===== src/design/lzssd_pkg.sv =====
// Shared types and constants of the LZSS window decompressor.
package lzssd_pkg;

   localparam int WINDOW_BYTES_DEF = 4096;
   localparam int QUEUE_DEPTH_DEF  = 4;

   localparam int POS_W     = 12;
   localparam int LEN_W     = 4;
   localparam int LEN_CNT_W = 5;
   localparam int FLAG_IDX_W = 3;

   localparam logic [POS_W-1:0]      START_POS = 12'hFEE;
   localparam int                    MIN_MATCH = 3;
   localparam logic [LEN_CNT_W-1:0]  LAST_COPY_OFS = LEN_CNT_W'(MIN_MATCH - 1);
   localparam logic [FLAG_IDX_W-1:0] LAST_FLAG = 3'd7;

   typedef enum logic [1:0] {
      PH_FLAG,
      PH_FIRST,
      PH_SECOND
   } phase_type;

   typedef enum logic [1:0] {
      CMD_LIT,
      CMD_COPY,
      CMD_END
   } cmd_kind_type;

   typedef struct packed {
      cmd_kind_type     kind;
      logic [7:0]       lit;
      logic [POS_W-1:0] src;
      logic [LEN_W-1:0] len_m3;
      logic             last;
   } cmd_type;

endpackage


===== src/design/lzssd_cmd_queue.sv =====
// Short command queue between the parser and the copy engine.
module lzssd_cmd_queue
   import lzssd_pkg::*;
#(
   parameter int DEPTH = QUEUE_DEPTH_DEF
) (
   input  logic    clock,
   input  logic    reset,
   input  logic    push,
   input  cmd_type push_cmd,
   input  logic    pop,
   output cmd_type head_cmd,
   output logic    full,
   output logic    empty
);

   localparam int PW = $clog2(DEPTH);
   localparam int CW = $clog2(DEPTH + 1);

   cmd_type         slots [DEPTH];
   logic [PW-1:0]   wr_ptr_ff, wr_ptr_in;
   logic [PW-1:0]   rd_ptr_ff, rd_ptr_in;
   logic [CW-1:0]   count_ff, count_in;

   assign full     = (count_ff == CW'(DEPTH));
   assign empty    = (count_ff == '0);
   assign head_cmd = slots[rd_ptr_ff];

   always_comb begin
      wr_ptr_in = wr_ptr_ff;
      rd_ptr_in = rd_ptr_ff;
      count_in  = count_ff;
      if (push) begin
         wr_ptr_in = (wr_ptr_ff == PW'(DEPTH - 1)) ? '0 : wr_ptr_ff + 1'b1;
      end
      if (pop) begin
         rd_ptr_in = (rd_ptr_ff == PW'(DEPTH - 1)) ? '0 : rd_ptr_ff + 1'b1;
      end
      if (push && !pop) begin
         count_in = count_ff + 1'b1;
      end else if (pop && !push) begin
         count_in = count_ff - 1'b1;
      end
   end

   always_ff @(posedge clock) begin
      if (reset) begin
         wr_ptr_ff <= '0;
         rd_ptr_ff <= '0;
         count_ff  <= '0;
      end else begin
         wr_ptr_ff <= wr_ptr_in;
         rd_ptr_ff <= rd_ptr_in;
         count_ff  <= count_in;
      end
   end

   always_ff @(posedge clock) begin
      if (push) begin
         slots[wr_ptr_ff] <= push_cmd;
      end
   end

endmodule


===== config.mk =====
export PLATFORM = sky130hd
export DESIGN_NAME = lzssd_cmd_queue
export DESIGN_NICKNAME = d
export VERILOG_FILES = /design/src/design/lzssd_pkg.sv /design/src/design/lzssd_cmd_queue.sv
export SDC_FILE = /design/constraint.sdc
export NUM_CORES = 1
export LEC_CHECK = 0
export ABC_AREA = 1
export ABC_CLOCK_PERIOD_IN_PS = 2800
export CAP_MARGIN = 40
export CORE_UTILIZATION = 40
export CTS_BUF_LIST = sky130_fd_sc_hd__clkbuf_16
export CTS_CLUSTER_DIAMETER = 40
export DETAILED_ROUTE_END_ITERATION = 7
export DONT_BUFFER_PORTS = 1
export HOLD_SLACK_MARGIN = 0.15
export PLACE_DENSITY = 0.54
export SLEW_MARGIN = 20
export SYNTH_ARGS = -nofsm -noshare
export SYNTH_HDL_FRONTEND = slang
export SYNTH_SLANG_ARGS = --single-unit

===== constraint.sdc =====
create_clock -name clock -period 2.8 [get_ports clock]
set_clock_uncertainty 0.15 [all_clocks]
set_input_delay 0.28 -clock clock [delete_from_list [all_inputs] [get_ports clock]]
set_output_delay 0.28 -clock clock [all_outputs]
set_load 0.1 [all_outputs]

==> metrics.txt <==
startpoint class of the critical path flop; post-DP HPWL 5.122 mm; Cell Area, Placed 0.005074 mm²; most frequent cells in the layout edfxtp_1, nor2_1, o21ai_0; status finished clean; fin crit share 84.37%; met3 Use GR between 3 and 4%; Critical Setup Path Class flop to output pin; drt total wl 8.882 mm; Reg clk slew, reported paths roughly 0.05 ns; antenna cells 0; vias in the first global route 2758; CTS tree built; Post-Synth XOR/XNOR Area 0.1942%; drc violations 0; Post-synth EDFFs 108; Sequential cell area ~0.0034 mm²; Pins Over Slew Limit 0; crit path DAT around 1.9 ns; Synth Area in Simple Gates 6.519%; Hold WC Path Type primary input to flop; adder-cell share of the synthesized area 2.108%; DRT iter0 DRCs roughly 110; max_cap viols 0; Compound-Gate Fraction of Synth Area about a tenth; mux share of post-synthesis cell area 0%; post-synthesis instance total 320; largest cells by area after synthesis edfxtp_1, nor2_1, dfxtp_1; Power Density 816.0 mW/mm²; share of layout cells above drive strength 1 21.34%; fin util 53.88%; asr flop ratio synth 0%; row count 38; RSZ-0062 raised after global routing no; number of clock sinks 117; initial antenna violation count 0; gr usage total 16.33%; WL/cell 16.36 µm; Setup Buffers After CTS 0; final hold slack 0.2788 ns; GRT met2 Usage 25.98%; CTS Buffer Depth 2; fin worst setup slack 0.4377 ns; Synth area leader edfxtp_1; final setup fails 0; cell breakdown of the critical path buf_12, o21ai_0, o22ai_2, buf_4; minimum clock period 2.362 ns; post-synthesis area per instance around 14 µm²; Final Hold Viols 0; first-pass GRT wire length 13.89 mm; register area share after synthesis 75.89%; CTS resizes 0; Critical Path Sink Type output pin; Tightest Pin Transition 0.6746 ns; Ys Warns 0; commonest non-fill, non-tap cell in the layout edfxtp_1; gr ovfl total 0; main combinational cell family by area after synthesis compound AO/OA/AOI/OAI gates; fill count between 900 and 1000; crit path max fanout 39; worst skew pair latency about 0.4 ns; number of synthesized register bits between 100 and 150; Slowest-stage cell, CP dfxtp_2; peak supply drop approximately 0.36 mV; Routability Congestion 0.7183; CTS buffer count 17; H-Tree Depth 4; Leak Pwr 2.155 nW; ys flop type edfxtp_1; Design Area, Final roughly 0.0059 mm²; GR Util met1 20.83%; Hold Buf Count CTS 31; Clock Root Buffer clkbuf_16; Top Usage Layer GRT met2; starting density of the core 41.25%; number of buffers added on ports 0; Die Wd 108.2 µm; die height 108.2 µm; pre-CTS setup slack 0.8162 ns; Fmax roughly 0.42 GHz; vias post-DR 2758; DR vias/cell 5.079; synth unique cells 21; antenna-violating nets left 0; final net count 428; Cell Count, Final, Fillers Out 543; Cell Area, Synth around 0.0045 mm²; Yosys top cell area share 71.90%; area delta synth->final 30.62%; CP peak stage delay between 0.5 and 0.6 ns; pin count of the biggest net entering global routing 55; Core Region 0.01094 mm²; First-pass DRT Iterations 4; Ports 60; multi-input logic area 0.001046 mm²; placed insts 480; Slew headroom 54.98%; syn nets ~360; Die Area 0.01171 mm²; CP required 2.37 ns
## cells by family after synthesis
group	count (synthesis)
buf+inv	32
xor+xnor	1
fa+ha+maj	7
simple gates	76
flops	117
compound gates	87
## power breakdown
part           switching [W]  internal [W]
Sequential         0.0000396       0.00200
Combinational       0.000710      0.000239
Clock               0.000653       0.00117
## through the flow
stage / total power, W / TNS [ns]
global placement: 0.002965 / 0
detailed placement: 0.002972 / 0
global route: 0.004959 / 0
CTS: 0.004841 / 0
finish: 0.004808 / 0
floorplan: 0.002741 / -0.09685
## cell usage after synthesis (3+ instances only)
| library cell | n |
|---|---|
| a21oi_1 | 3 |
| buf_2 | 4 |
| buf_6 | 10 |
| dfxtp_1 | 9 |
| edfxtp_1 | 108 |
| ha_1 | 6 |
| inv_1 | 14 |
| nand2_1 | 8 |
| nor2_1 | 62 |
| nor3_1 | 4 |
| o21ai_0 | 34 |
| o21ai_1 | 23 |
| o22ai_1 | 27 |
## flip-flops by register name, summed over array words and instances (netlist names), named ones only
register,cells
rd_ptr_ff,2
count_ff,3
wr_ptr_ff,2
slots,108
## metal layers
layer	vias up	share of wire, %
li1	1327	-
met1	1362	45
met2	57	48
met3	12	4.8
met4	0	1.7
met5	-	0
## worst max-delay path, delay by kind of cell, from the launching register on
| kind | cells | cell delay [ns] |
|---|---|---|
| AO/OA/AOI/OAI | 2 | 0.36 |
| buffers and inverters | 2 | 0.58 |
| flip-flops | 1 | 0.59 |
## worst paths after layout
| path | endpoint | cells after the start | slack [ns] | startpoint |
|---|---|---|---|---|
| worst max-delay path | head_cmd[20] | 4 | 0.44 | flop |
| worst min-delay path | slots[2][2]$_DFFE_PP_ | 2 | 0.28 | push |
| worst max register to register | slots[0][9]$_DFFE_PP_ | 5 | 0.98 | wr_ptr_ff[0]$_SDFFE_PP0P_ |
| worst min register to register | wr_ptr_ff[1]$_SDFFE_PP0P_ | 2 | 0.39 | wr_ptr_ff[1]$_SDFFE_PP0P_ |
## final cells by class
class	instances	area share [%]
sequential	117	58.12
multi-input combinational	171	17.75
timing repair buffer	67	11.30
clock buffer	17	7.220
tap	140	2.973
clock inverter	15	1.402
inverter	16	1.232
(Power assumes the default switching activity.)
