===== src/design/lzssd_pkg.sv =====
// Shared types and constants of the LZSS window decompressor.
package lzssd_pkg;

   localparam int WINDOW_BYTES_DEF = 4096;
   localparam int QUEUE_DEPTH_DEF  = 4;

   localparam int POS_W     = 12;
   localparam int LEN_W     = 4;
   localparam int LEN_CNT_W = 5;
   localparam int FLAG_IDX_W = 3;

   localparam logic [POS_W-1:0]      START_POS = 12'hFEE;
   localparam int                    MIN_MATCH = 3;
   localparam logic [LEN_CNT_W-1:0]  LAST_COPY_OFS = LEN_CNT_W'(MIN_MATCH - 1);
   localparam logic [FLAG_IDX_W-1:0] LAST_FLAG = 3'd7;

   typedef enum logic [1:0] {
      PH_FLAG,
      PH_FIRST,
      PH_SECOND
   } phase_type;

   typedef enum logic [1:0] {
      CMD_LIT,
      CMD_COPY,
      CMD_END
   } cmd_kind_type;

   typedef struct packed {
      cmd_kind_type     kind;
      logic [7:0]       lit;
      logic [POS_W-1:0] src;
      logic [LEN_W-1:0] len_m3;
      logic             last;
   } cmd_type;

endpackage


===== src/design/lzssd_req_if.sv =====
// Input channel: one compressed byte per item.
interface lzssd_req_if;
   logic       valid;
   logic       ready;
   logic [7:0] in_byte;
   logic       in_last;

   modport source (output valid, output in_byte, output in_last, input ready);
   modport sink   (input valid, input in_byte, input in_last, output ready);
endinterface


===== src/design/lzssd_parser.sv =====
// Front end: parses flag, literal and reference bytes into engine commands.
module lzssd_parser
   import lzssd_pkg::*;
(
   input  logic         clock,
   input  logic         reset,
   lzssd_req_if.sink    req_chan,
   input  logic         q_full,
   output logic         q_push,
   output cmd_type      q_cmd
);

   phase_type             phase_ff, phase_in;
   logic [7:0]            flags_ff, flags_in;
   logic [FLAG_IDX_W-1:0] idx_ff, idx_in;
   logic [7:0]            low_ff, low_in;
   logic                  accept;

   assign req_chan.ready = !q_full;
   assign accept = req_chan.valid && !q_full;

   always_ff @(posedge clock) begin
      if (reset) begin
         phase_ff <= PH_FLAG;
         idx_ff   <= '0;
      end else begin
         phase_ff <= phase_in;
         idx_ff   <= idx_in;
      end
      flags_ff <= flags_in;
      low_ff   <= low_in;
   end

   always_comb begin
      phase_in    = phase_ff;
      flags_in    = flags_ff;
      idx_in      = idx_ff;
      low_in      = low_ff;
      q_push      = 1'b0;
      q_cmd.kind  = CMD_END;
      q_cmd.lit   = req_chan.in_byte;
      q_cmd.src   = {req_chan.in_byte[7:4], low_ff};
      q_cmd.len_m3 = req_chan.in_byte[LEN_W-1:0];
      q_cmd.last  = req_chan.in_last;
      if (accept) begin
         unique case (phase_ff)
            PH_FIRST: begin
               if (flags_ff[idx_ff]) begin
                  q_push     = 1'b1;
                  q_cmd.kind = CMD_LIT;
                  if (idx_ff == LAST_FLAG) begin
                     idx_in   = '0;
                     phase_in = PH_FLAG;
                  end else begin
                     idx_in   = idx_ff + 1'b1;
                     phase_in = PH_FIRST;
                  end
               end else begin
                  low_in   = req_chan.in_byte;
                  phase_in = PH_SECOND;
                  q_push   = req_chan.in_last;
               end
            end
            PH_SECOND: begin
               q_push     = 1'b1;
               q_cmd.kind = CMD_COPY;
               if (idx_ff == LAST_FLAG) begin
                  idx_in   = '0;
                  phase_in = PH_FLAG;
               end else begin
                  idx_in   = idx_ff + 1'b1;
                  phase_in = PH_FIRST;
               end
            end
            default: begin
               // The flag phase; the unused phase code is handled the same way.
               flags_in = req_chan.in_byte;
               idx_in   = '0;
               phase_in = PH_FIRST;
               q_push   = req_chan.in_last;
            end
         endcase
         // The end of a stream puts the parser back to its starting point.
         if (req_chan.in_last) begin
            phase_in = PH_FLAG;
            idx_in   = '0;
            flags_in = '0;
            low_in   = '0;
         end
      end
   end

endmodule


===== src/flat_wrapper.sv =====
// flat-port wrapper written by rule: the top's interface ports become plain ports
module lzssd_parser_flat import lzssd_pkg::*;
  (clock, reset, q_full, q_push, q_cmd, req_chan_valid, req_chan_in_byte, req_chan_in_last, req_chan_ready);
  lzssd_req_if req_chan_i ();
  input  logic clock;
  input  logic reset;
  input  logic q_full;
  output logic q_push;
  output cmd_type q_cmd;
  input wire logic [$bits(req_chan_i.valid)-1:0] req_chan_valid;
  input wire logic [$bits(req_chan_i.in_byte)-1:0] req_chan_in_byte;
  input wire logic [$bits(req_chan_i.in_last)-1:0] req_chan_in_last;
  output wire logic [$bits(req_chan_i.ready)-1:0] req_chan_ready;
  assign req_chan_i.valid = req_chan_valid;
  assign req_chan_i.in_byte = req_chan_in_byte;
  assign req_chan_i.in_last = req_chan_in_last;
  assign req_chan_ready = req_chan_i.ready;
  lzssd_parser u_core (.clock(clock), .reset(reset), .req_chan(req_chan_i), .q_full(q_full), .q_push(q_push), .q_cmd(q_cmd));
endmodule

===== config.mk =====
export PLATFORM = sky130hd
export DESIGN_NAME = lzssd_parser_flat
export DESIGN_NICKNAME = d
export VERILOG_FILES = /design/src/design/lzssd_pkg.sv /design/src/design/lzssd_req_if.sv /design/src/design/lzssd_parser.sv /design/src/flat_wrapper.sv
export SDC_FILE = /design/constraint.sdc
export NUM_CORES = 1
export LEC_CHECK = 0
export BUFFER_PORTS_ARGS = -buffer_cell sky130_fd_sc_hd__buf_4
export CAP_MARGIN = 25
export CORE_MARGIN = 4
export CORE_UTILIZATION = 43
export DETAILED_ROUTE_END_ITERATION = 16
export PLACE_DENSITY = 0.75
export REMOVE_ABC_BUFFERS = 1
export SETUP_SLACK_MARGIN = 0.2
export SLEW_MARGIN = 20
export SYNTH_ARGS = -nofsm -noshare
export SYNTH_HDL_FRONTEND = slang
export SYNTH_SLANG_ARGS = --single-unit

===== constraint.sdc =====
create_clock -name clock -period 1.97 [get_ports clock]
set_clock_uncertainty 0.1 [all_clocks]
set_input_delay 0 -clock clock [delete_from_list [all_inputs] [get_ports clock]]
set_output_delay 0 -clock clock [all_outputs]
set_load 0.05 [all_outputs]

==> metrics.yaml <==
path_clk_slew_ns: 0.12
drv_cap: 0
p_leak_nw: 0.642
antenna_found_initial: 0
overflow: 0
ys_types: 24
ys_seq_area_frac: 0.533
finalHoldViolCount: 0
htreeDepth: 1
die_x_um: 58.3
cts_buffers: 3
crit_arrival_ns: 1.73
stdcell_area_um2: 1550
slew_violations: 0
period_minus_slack_ns: 1.80
die-area_um2: 3400
ctsRootBufferMaster: "clkbuf_4"
grt_max_degree: 15
hold_class: "input port to flop"
grt_usage: 0.147
grt_pass1_vias: 837
drtPass1Iterations: 4
synth-simple-area-share: 0.147
synth_top_family_by_area: "buffers and inverters"
crit_type: "flop to flop"
vias: 834
synth_seq_cells: 21
clock-sinks: 21
dp_cells: 148
place_area_um2: 1310
core_area_um2: 2320
rsz0062_at_grt: "yes"
setup_viol: 0
outcome: "completed"
crit_path_end_kind: "flop"
synth-xor-area-share: 0
post-route-drc-count: 0
cp_max_fo: 6
p_per_area_nw_per_um2: 604
synth_mux_area_frac: 0.0460
synth-compound-area-share: 0.0759
syn2layout_area_growth_pct: 42.0
nNetsFinal: 159
final_cell_mix: "buf_4, edfxtp_1, dlygate4sd3_1"
synth_fa_ha_area_frac: 0.0460
ir_worst_vdd_uv: 532
port_buffers: 41
dp_hpwl_um: 1600
syn_area_per_cell_um2: 11.5
syn_inst: 95
clkLatencyLatePin_ns: 0.30
wl_per_cell_um: 14.7
drtIter0Drc: 17
tightest_slew_ns: 0.311
netlist_area_um2: 1090
crit_path_max_incr_delay_ns: 0.42
cp-start-kind: "flop"
initial_core_util: 0.470
cts_tree: "yes"
viasPerCell: 4.93
drt-total-wl_um: 2480
grt_first_pass_wirelength_um: 3840
crit_required_ns: 1.90
period_share: 0.912
fmax_mhz: 556
holdWs_ns: 0.0253
slew_headroom: 0.792
ioPinCount: 42
crit_path_top_delay_cell: "dfxtp_4"
fin_cells: 169
drive_gt1_frac: 0.461
final_common_cell: "buf_4"
insertedDiodeCount: 0
max-clock-path-buffers: 2
gp_congestion: 0.899
row_count: 17
path_cells: "mux2i_1, nand3b_1, buf_4, nand4_4, nand2_2, a21oi_4, buf_6"
ys_warn_count: 0
die_h_um: 58.3
drtAntennaViolNets: 0
cells by family after synthesis:
family / after synthesis
AND/OR/NAND/NOR: 28
AO/OA/AOI/OAI: 12
buffers and inverters: 25
multiplexers: 5
adder cells (fa/ha/maj): 4
flip-flops: 21
synthesized netlist by cell type:
cell / n / area [um2]
o21ai_0: 1 / 5.00
inv_1: 6 / 22.5
nor3_1: 1 / 5.00
a22o_1: 2 / 17.5
o32ai_1: 1 / 8.76
ha_1: 4 / 50.1
buf_4: 17 / 128
nand4_2: 1 / 12.5
and4_2: 1 / 10.0
nand3b_1: 3 / 22.5
mux2i_1: 5 / 50.1
nand3_1: 1 / 5.00
dfxtp_1: 5 / 100
a221oi_1: 1 / 8.76
clkbuf_1: 1 / 3.75
a22o_2: 1 / 10.0
o22ai_1: 2 / 12.5
nand2_1: 5 / 18.8
nor2_1: 6 / 22.5
or4_1: 1 / 7.51
edfxtp_1: 16 / 480
a21oi_1: 4 / 20.0
buf_6: 1 / 11.3
nor2b_1: 9 / 56.3
sequential cells by signal, indices dropped and copies added, names as in the netlist:
signal           cells
u_core.low_ff        8
u_core.flags_ff      8
u_core.phase_ff      2
u_core.idx_ff        3
power by group:
group          switching, mW  leakage (nW)  internal, mW
logic                  0.147         0.429        0.0868
clock network          0.128        0.0177        0.0755
registers            0.00468         0.195         0.491
total                  0.280         0.642         0.653
metrics by stage:
stage	setup slack, ns	setup TNS, ns	total power, mW	utilization
after floorplan	-0.350	-0.350	0.564	-
after global placement	0.177	0	0.708	0.566
after detailed placement	0.0975	0	0.710	0.566
after CTS	0.167	0	0.931	0.640
after global routing	0.0692	0	0.977	0.666
final	0.173	0	0.933	0.666
routing by layer:
layer,vias up,global-route usage,part of all wire,wire length (um)
li1,412,-,-,-
met1,386,0.173,0.40,1000
met2,34,0.262,0.52,1300
met3,2,0.0395,0.069,172
met4,0,0.0397,0.0032,8
met5,-,0,0,0
critical path: cells and delay by family (launching register included):
| family | cells | cell delay [ns] |
|---|---|---|
| mux | 1 | 0.20 |
| simple gates | 3 | 0.32 |
| buf+inv | 2 | 0.31 |
| flops | 1 | 0.42 |
| compound gates | 1 | 0.18 |
layout make-up:
cell class / count / area, um2
clock buffers: 3 / 22.5
clock inverters: 1 / 5.00
inverters: 6 / 22.5
well taps: 28 / 35.0
multi-input cells: 49 / 379
fillers: 165 / 773
repair buffers: 61 / 494
flip-flops and latches: 21 / 587
worst paths after layout:
| kind | slack (ns) | endpoint | start | cells after the start |
|---|---|---|---|---|
| worst max-delay path | 0.17 | u_core.low_ff[6]$_SDFFCE_PP0P_ | u_core.idx_ff[0]$_SDFFE_PP0P_ | 7 |
| worst min-delay path | 0.03 | u_core.low_ff[7]$_SDFFCE_PP0P_ | req_chan_in_last | 2 |
| worst max register to register | 0.17 | u_core.low_ff[6]$_SDFFCE_PP0P_ | u_core.idx_ff[0]$_SDFFE_PP0P_ | 7 |
| worst min register to register | 0.43 | u_core.phase_ff[1]$_SDFFE_PP0P_ | u_core.phase_ff[1]$_SDFFE_PP0P_ | 2 |
timing repair:
item / in CTS / in global routing
hold buffers: 10 / 0
endpoints found under the hold margin: 17 / 0
gates cloned: 0 / 0
setup endpoints to repair: 10 / 10
pin swaps: 4 / 6
setup buffers: 2 / 5
resized for setup: 8 / 6
(Power assumes the default switching activity.)
